==> config.mk <==
export PLATFORM = sky130hd
export DESIGN_NAME = isp_front
export DESIGN_NICKNAME = d
export VERILOG_FILES = /design/src/rtl/isp_pkg.sv /design/src/rtl/isp_front.sv
export SDC_FILE = /design/constraint.sdc
export NUM_CORES = 1
export LEC_CHECK = 0
export ABC_CLOCK_PERIOD_IN_PS = 2000
export BUFFER_PORTS_ARGS = -buffer_cell sky130_fd_sc_hd__buf_2
export CORE_MARGIN = 10
export CORE_UTILIZATION = 57
export DETAILED_ROUTE_END_ITERATION = 10
export GPL_ROUTABILITY_DRIVEN = 0
export PLACE_DENSITY_LB_ADDON = 0.2
export SYNTH_ARGS = -nofsm -noshare
export SYNTH_HDL_FRONTEND = slang
export SYNTH_SLANG_ARGS = --single-unit
==> constraint.sdc <==
create_clock -name clk_i -period 2 [get_ports clk_i]
set_input_delay 0.5 -clock clk_i [delete_from_list [all_inputs] [get_ports clk_i]]
set_output_delay 0.5 -clock clk_i [all_outputs]
set_load 0.005 [all_outputs]
==> src/rtl/isp_pkg.sv <==
// Shared types and constants for the stride prefetcher with self-tuning degree.
// No dependencies; every rtl module but isp_ram imports this package.
`timescale 1ns / 1ps
package isp_pkg;

  localparam int DEG_SLOTS = 9;

  localparam logic ACT_ACCESS = 1'b0;
  localparam logic ACT_TICK   = 1'b1;

  localparam logic [24:0] MEASURE_RESET = 25'd4096;
  localparam logic [31:0] HOLD_RESET    = 32'd4194304;
  localparam logic [3:0]  CHECK_RESET   = 4'd10;

  typedef enum logic [1:0] {
    CFG_VIRTUAL,
    CFG_MEASURE,
    CFG_HOLD,
    CFG_CHECK
  } cfg_idx_e;

  typedef struct packed {
    logic        action;
    logic [63:0] instr_addr;
    logic [63:0] data_addr;
    logic [63:0] retired_total;
    logic [63:0] cycle_total;
    logic        queue_ready;
    logic        mshr_below_half;
  } isp_in_t;

  typedef struct packed {
    logic        prefetch_valid;
    logic [63:0] prefetch_addr;
    logic        fill_this_level;
    logic [4:0]  degree_now;
    logic        tuning_mode;
  } isp_out_t;

  typedef struct packed {
    logic        virtual_mode;
    logic [24:0] measure_window;
    logic [31:0] hold_window;
    logic [3:0]  check_interval;
  } isp_cfg_t;

  typedef struct packed {
    logic        start;
    logic [63:0] r1;
    logic [63:0] c1;
    logic [63:0] r2;
    logic [63:0] c2;
  } isp_ratio_req_t;

  typedef struct packed {
    logic done;
    logic greater;
  } isp_ratio_rsp_t;

  function automatic logic [4:0] degree_of(input logic [3:0] slot);
    logic [4:0] d;
    case (slot)
      4'd1:    d = 5'd1;
      4'd2:    d = 5'd2;
      4'd3:    d = 5'd3;
      4'd4:    d = 5'd4;
      4'd5:    d = 5'd6;
      4'd6:    d = 5'd8;
      4'd7:    d = 5'd12;
      4'd8:    d = 5'd16;
      default: d = 5'd0;
    endcase
    return d;
  endfunction

endpackage

==> src/rtl/isp_front.sv <==
// Front end: accepts words, works out the table set, queues them for the back end.
// Depends on isp_pkg.
`timescale 1ns / 1ps
module isp_front
  import isp_pkg::*;
#(
  parameter int TABLE_SETS = 256
) (
  input  logic    clk_i,
  input  logic    rst_ni,
  input  logic    start,
  output logic    busy,
  input  isp_in_t in_i,
  output logic    head_v_o,
  output isp_in_t head_item_o,
  output logic [(TABLE_SETS>1?$clog2(TABLE_SETS):1)-1:0] head_set_o,
  input  logic    pop_i
);
  localparam int  SET_W = (TABLE_SETS > 1) ? $clog2(TABLE_SETS) : 1;
  localparam bit  POW2  = (TABLE_SETS & (TABLE_SETS - 1)) == 0;
  localparam logic [SET_W:0] NSETS = (SET_W + 1)'(TABLE_SETS);

  logic             stage_v_q, done_q;
  isp_in_t          stage_q;
  logic [SET_W:0]   rem_q;
  logic [3:0]       cnt_q;
  isp_in_t          q_item_q [2];
  logic [SET_W-1:0] q_set_q [2];
  logic             wr_q, rd_q;
  logic [1:0]       count_q;

  logic [SET_W:0]   rem_n;
  logic [3:0]       nib;
  logic [SET_W-1:0] set_now;
  logic             push;

  always_comb begin
    nib   = 4'(stage_q.instr_addr >> {~cnt_q, 2'b00});
    rem_n = rem_q;
    for (int k = 3; k >= 0; k--) begin
      rem_n = {rem_n[SET_W-1:0], nib[k]};
      if (rem_n >= NSETS) rem_n = rem_n - NSETS;
    end
    if (TABLE_SETS == 1) set_now = '0;
    else if (POW2) set_now = stage_q.instr_addr[SET_W-1:0];
    else set_now = rem_q[SET_W-1:0];
    push = stage_v_q && done_q && (count_q != 2'd2);
  end

  always_ff @(posedge clk_i or negedge rst_ni) begin
    if (!rst_ni) begin
      stage_v_q <= 1'b0; done_q <= 1'b0; stage_q <= '0; rem_q <= '0; cnt_q <= '0;
      wr_q <= 1'b0; rd_q <= 1'b0; count_q <= '0;
      q_item_q[0] <= '0; q_item_q[1] <= '0; q_set_q[0] <= '0; q_set_q[1] <= '0;
    end else begin
      if (start && !busy) begin
        stage_v_q <= 1'b1;
        stage_q   <= in_i;
        rem_q     <= '0;
        cnt_q     <= '0;
        done_q    <= (in_i.action == ACT_TICK) || POW2;
      end else if (push) begin
        stage_v_q <= 1'b0;
      end else if (stage_v_q && !done_q) begin
        // reduce four address bits per cycle, top first
        rem_q <= rem_n;
        cnt_q <= cnt_q + 4'd1;
        if (cnt_q == 4'd15) done_q <= 1'b1;
      end
      if (push) begin
        q_item_q[wr_q] <= stage_q;
        q_set_q[wr_q]  <= set_now;
        wr_q <= ~wr_q;
      end
      if (pop_i) rd_q <= ~rd_q;
      count_q <= count_q + {1'b0, push} - {1'b0, pop_i};
    end
  end

  assign busy        = stage_v_q;
  assign head_v_o    = count_q != 2'd0;
  assign head_item_o = q_item_q[rd_q];
  assign head_set_o  = q_set_q[rd_q];
endmodule

* After elaboration in Yosys (flattened, before gate mapping)
Index checks and enable logic that the tools add are counted.
Cells by class: bitwise logic cells 4, multiplexer cells 21, reduce and logical (&&, ||, !) cells 13, $add $sub $neg 3, order comparisons 3, eq/ne operators 3
Operators by type and width (number):
- 2-to-1 mux 259 bit | 4
- bitwise mux 518 bit | 1
- demux 259 bit (select 1 bit) | 1
- 2-to-1 mux 8 bit | 4
- bitwise mux 16 bit | 1
- 2-to-1 mux 4 bit | 3
- demux 8 bit (select 1 bit) | 1
- nonzero test 2 bit | 4
- 2-to-1 mux 1 bit | 6
- logical AND 1 bit | 5
- adder 4 x 1 -> 4 bit, second input constant | 1
- equality test 4 bit, second input constant | 1
- greater-or-equal comparator 2 bit, second input constant | 2
- inverter 1 -> 2 bit | 2
- AND reduction 3 bit | 1
- adder 2 x 1 -> 2 bit | 1
- logical NOT 1 bit | 2
- less-than comparator 2 x 1 -> 1 bit, second input constant | 1
- != test 2 x 1 -> 1 bit, second input constant | 1
- != test 2 bit, second input constant | 1
- inverter 1 bit | 2
- AND reduction 2 bit | 1
- subtractor 2 x 1 -> 2 bit | 1
Word-level totals: bits of input ports 263, flip-flop bits (word level) 803, output and inout port bits 269, logic and storage cells 76

* Depth between registers and ports, before layout
depth after elaboration 6, depth in mapped cells 7, mapped depth without buffers 7

* Worst setup path before layout
No wires, ideal clock.
path type register to output, from register rd_q, to output port head_set_o[1] in the netlist's numbering, setup slack 0.094 ns, arrival time 1.406 ns, buffers on the path 4, cell stages (with the launch flop) 6, path through dfrtp_1 -> buf_2 -> clkbuf_1 -> buf_2 -> mux2_2 -> buf_4
Between the ends: word-level cells in the longest chain between the ends 4
Ends and longest elaborated chain:
- start, declared | RTL line isp_front.sv:29 | logic wr_q, rd_q;
- start signal, assigned | RTL line isp_front.sv:75 | if (pop_i) rd_q <= ~rd_q;
- inverter 1 -> 2 bit (implied by the code) | RTL line isp_front.sv:83 | assign head_set_o = q_set_q[rd_q];
- 2-to-1 mux 8 bit (implied by the code) (3 in series) | RTL line isp_front.sv:83
- end, declared | RTL line isp_front.sv:16 | output logic [(TABLE_SETS>1?$clog2(TABLE_SETS):1)-1:0] head_set_o,
Every way passes these cells. The select of a mux whose other input is x is not followed.

==> summary.md <==
The count of cells in the finished layout, fillers not included, comes to 3,398. The smallest setup slack after layout came out at -528 ps. The total number of vias was 18,700.

The power share of the sequential group was 0.396; the synthesized-area fraction occupied by ao, oa, aoi and oai cells was 0.00146. In this run the power spent charging and discharging nets is 0.0237 W. The worst register-to-register path has a depth of 5. The run gives 11 as the number of antenna violations at the first check in global routing.

On the final layout, the worst hold slack is 110 ps. The cell count after synthesis came out at 1,975. Kind of critical path: flop to output port. In this run the cell area of the synthesized design comes to 32,600 um2.

After clock tree synthesis, the clock-pin slew on the worst setup and hold paths is 60 ps. Total power per unit cell area: 1860 nW/um2. Power comes to 0.0741 W.

The logs give 0.409 for the portion of total power attributed to combinational logic and 0 for the number of max-cap violations. Leaving out fill and tap cells, the most frequent cell in the layout is sky130_fd_sc_hd__dfrtp_1. IR analysis of the VDD net gives a maximum drop of 1.19 mV. The number of buffers on the longest clock path was 3. The critical register-to-register path startpoint is count_q[0]. The tools report the die area as 67,100 um2.

The detailed placer's ending HPWL is 57,600 um. Cell repeated most along the worst path: sky130_fd_sc_hd__buf_12. The run gives 0 as the residual overflow from global routing. By area, the combinational part of the netlist is dominated by multiplexers. Average via count per standard cell: 5.50. The run gives 123,000 um as the global-route wire length before repair.

In the layout the commonest cells are sky130_fd_sc_hd__dfrtp_1 (786), sky130_fd_sc_hd__mux2_2 (598), sky130_fd_sc_hd__buf_2 (510). The floorplan step defined a core boundary enclosing 56,500 um2. The post-synthesis register bit count works out to 787.

The initialized floorplan defines 87 standard-cell rows. Starting DRC count in detailed routing: 815. The number of iterations in the first detailed-routing pass was 5.

The run gives 0 as the number of pins with negative max-slew slack in the final report. The worst relative slew slack was 0.658; the depth of the critical timing path with buffers and inverters included was 4. When the netlist entered floorplanning its net count stood at 2,241. The via count of the first global-routing pass was 20,900. For the overall routing resource usage, the log shows 0.236. At the later pin of the worst-skew pair, clock insertion delay measures 620 ps. The floorplan step set the die width to 259 um. The minimum clock period is 2530 ps, and the fraction of the mapped netlist area in simple logic gates is 0.00311. The critical path ends at head_item_o[69]. For the pin with the worst max-slew slack, the measured transition is 512 ps.

For this run, the top clock speed supported by timing is 396 MHz. Worst clock skew: 14.8 ps. The flow ran to the end, but the final reports show violations.

Count of endpoints failing hold in the final timing report: 0. The tools report the kind of end point of the critical path as an output port. Along the worst path, the maximum fanout reaches 24.

Total number of clock tree sinks: 787. In this run the mean area of a mapped cell was 16.5 um2. Walking the worst path, the cells encountered are buf_12, buf_12, mux2_2, buf_2.

TritonCTS built the clock tree. Dividing the detail-routed wire length by the instance count gives 23.6 um. The kind of cell adding the most delay to the critical path is buffers and inverters.

The layout overhead on the synthesized area is 22.0%. The largest stage delay on the critical path was 470 ps; the required arrival time at the worst endpoint was 1500 ps. In this run the critical register-to-register path is captured at q_item_q[163]. The root buffer cell chosen for the clock tree is sky130_fd_sc_hd__clkbuf_16.

The maximum number of pins on one net before global-route repair was 101. During placement, the flow inserted port buffers numbering 531. The switching share of power is 0.320, and the final setup violation count is 267.

STA classifies the critical path startpoint as a flop. The final period utilization came out at 1.26. The number of DRC violations after detailed routing was 0; the chip height was 259 um. The standard cell with the maximum stage delay on the critical path is sky130_fd_sc_hd__dfrtp_4. The synthesized-area fraction occupied by adder cells is 0.00115, and the number of nets still failing antenna checks after routing is 0. The clock share of power is 0.196, and the number of ports placed on the die boundary is 532. For this block, the routed nets add up to 80,400 um of wire. The tools report the final net count as 2,843. The tightest min-delay check is of the primary input to flop type. For the worst path arrival time, the log shows 2030 ps.

The xor and xnor area share after synthesis is 0.00161, and the initial cell density of the core is 0.576. For the fraction of the yosys area taken by sequential cells, the log shows 0.605. The share of synthesized area spent on multiplexers came out at 0.360. TritonCTS created 79 clock buffers. The total buffers and inverters traversed by the critical path is 3. The count of yosys warnings during synthesis was 0; the proportion of layout cells with a drive suffix above 1 was 0.530. Cell internal power was estimated by the tool at 0.0504 W. For the count of placed standard cells including taps, the log shows 3,236.

The tools report the source of the critical timing path as rd_q. The worst-case register-to-register setup slack was 210 ps. The clock tree synthesis step divided the H-tree into 3 levels. In this run the static leakage power is 18.1 nW. Setup repair after global routing could not meet its margin everywhere. The count of different cell masters after synthesis is 25.

The checks that failed: setup timing.
worst register-to-register path, stage by stage, from the launching register on:
cell                       delay (ps)
sky130_fd_sc_hd__dfrtp_1          380
sky130_fd_sc_hd__nand2b_2         240
sky130_fd_sc_hd__nand4_4          180
sky130_fd_sc_hd__buf_12           240
sky130_fd_sc_hd__buf_12           240
sky130_fd_sc_hd__mux2_1           380
layer usage:
layer / GRT usage / part of all wire / vias to the layer above
met5: 0 / 0.00087 / -
met4: 0.100 / 0.038 / 10
met3: 0.0585 / 0.059 / 170
met2: 0.396 / 0.50 / 495
met1: 0.288 / 0.40 / 9747
li1: - / - / 8279
area by class of cell:
cell class              instances  area (um2)
flip-flops and latches        787       19700
multi-input cells            1063       12000
well taps                     756         946
inverters                       1        3.75
fillers                      3725       16800
repair buffers                645        4490
diodes                          8        20.0
clock buffers                 115        2290
clock inverters                23         240
per-stage QoR:
stage	TNS (ps)	setup WS, ps	utilization	cell area (um2)
after floorplan	0	93.9	-	32600
after global placement	0	97.5	0.649	36700
after detailed placement	0	96.7	0.649	36700
after CTS	-131120	-557	0.697	39400
after global routing	-141890	-592	0.703	39700
final	-123000	-528	0.703	39700
logic make-up after synthesis:
group	Yosys count
fa+ha+maj	3
xor+xnor	6
mux	1037
flops	787
simple gates	11
buf+inv	125
compound gates	6
power by group through the flow:
stage | clock network, W | registers [W] | logic (W)
floorplan | 0 | 0.0273 | 0.0193
global placement | 0 | 0.0288 | 0.0282
detailed placement | 0 | 0.0294 | 0.0291
CTS | 0.0148 | 0.0292 | 0.0299
global route | 0.0154 | 0.0302 | 0.0325
finish | 0.0145 | 0.0293 | 0.0303
sequential cells by signal (all words and copies together), names as in the netlist:
register / flops
count_q: 2
done_q: 1
busy: 1
set_now: 8
wr_q: 1
q_item_q: 518
cnt_q: 4
stage_q: 251
rd_q: 1
synth_stat cells, drive strengths merged:
cell    count  share of area
mux2     1037           0.36
dfrtp     787           0.60
buf       116          0.027
clkbuf      8        0.00092
xnor2       5         0.0013
a22o        3        0.00081
ha          3         0.0012
nand2b      3        0.00065
nand4       3         0.0010
a31oi       1        0.00019
inv         1        0.00012
nand3       1        0.00015
nand3b      1        0.00023
nand4b      1        0.00073
nor2        1        0.00012
o211ai      1        0.00023
o31ai       1        0.00023
or2         1        0.00019
xor2        1        0.00027
worst min path at each step:
stage	from	endpoint	slack, ps	cells after the start
finish	in_i[153]	stage_q[153]	110	2
global route	in_i[41]	stage_q[41]	90	2
CTS	in_i[41]	stage_q[41]	80	2
detailed placement	rst_ni	q_item_q[366]	370	1
global placement	rst_ni	q_item_q[366]	370	1
floorplan	rst_ni	busy	200	0
timing repair:
item                       in CTS  in global routing
resized for setup              23                 37
setup endpoints to repair     268                268
gates cloned                    3                  4
setup buffers                   5                  3
hold buffers                    1                  0
hold endpoints to repair       15                  0
Power figures use the tool's default switching activity.
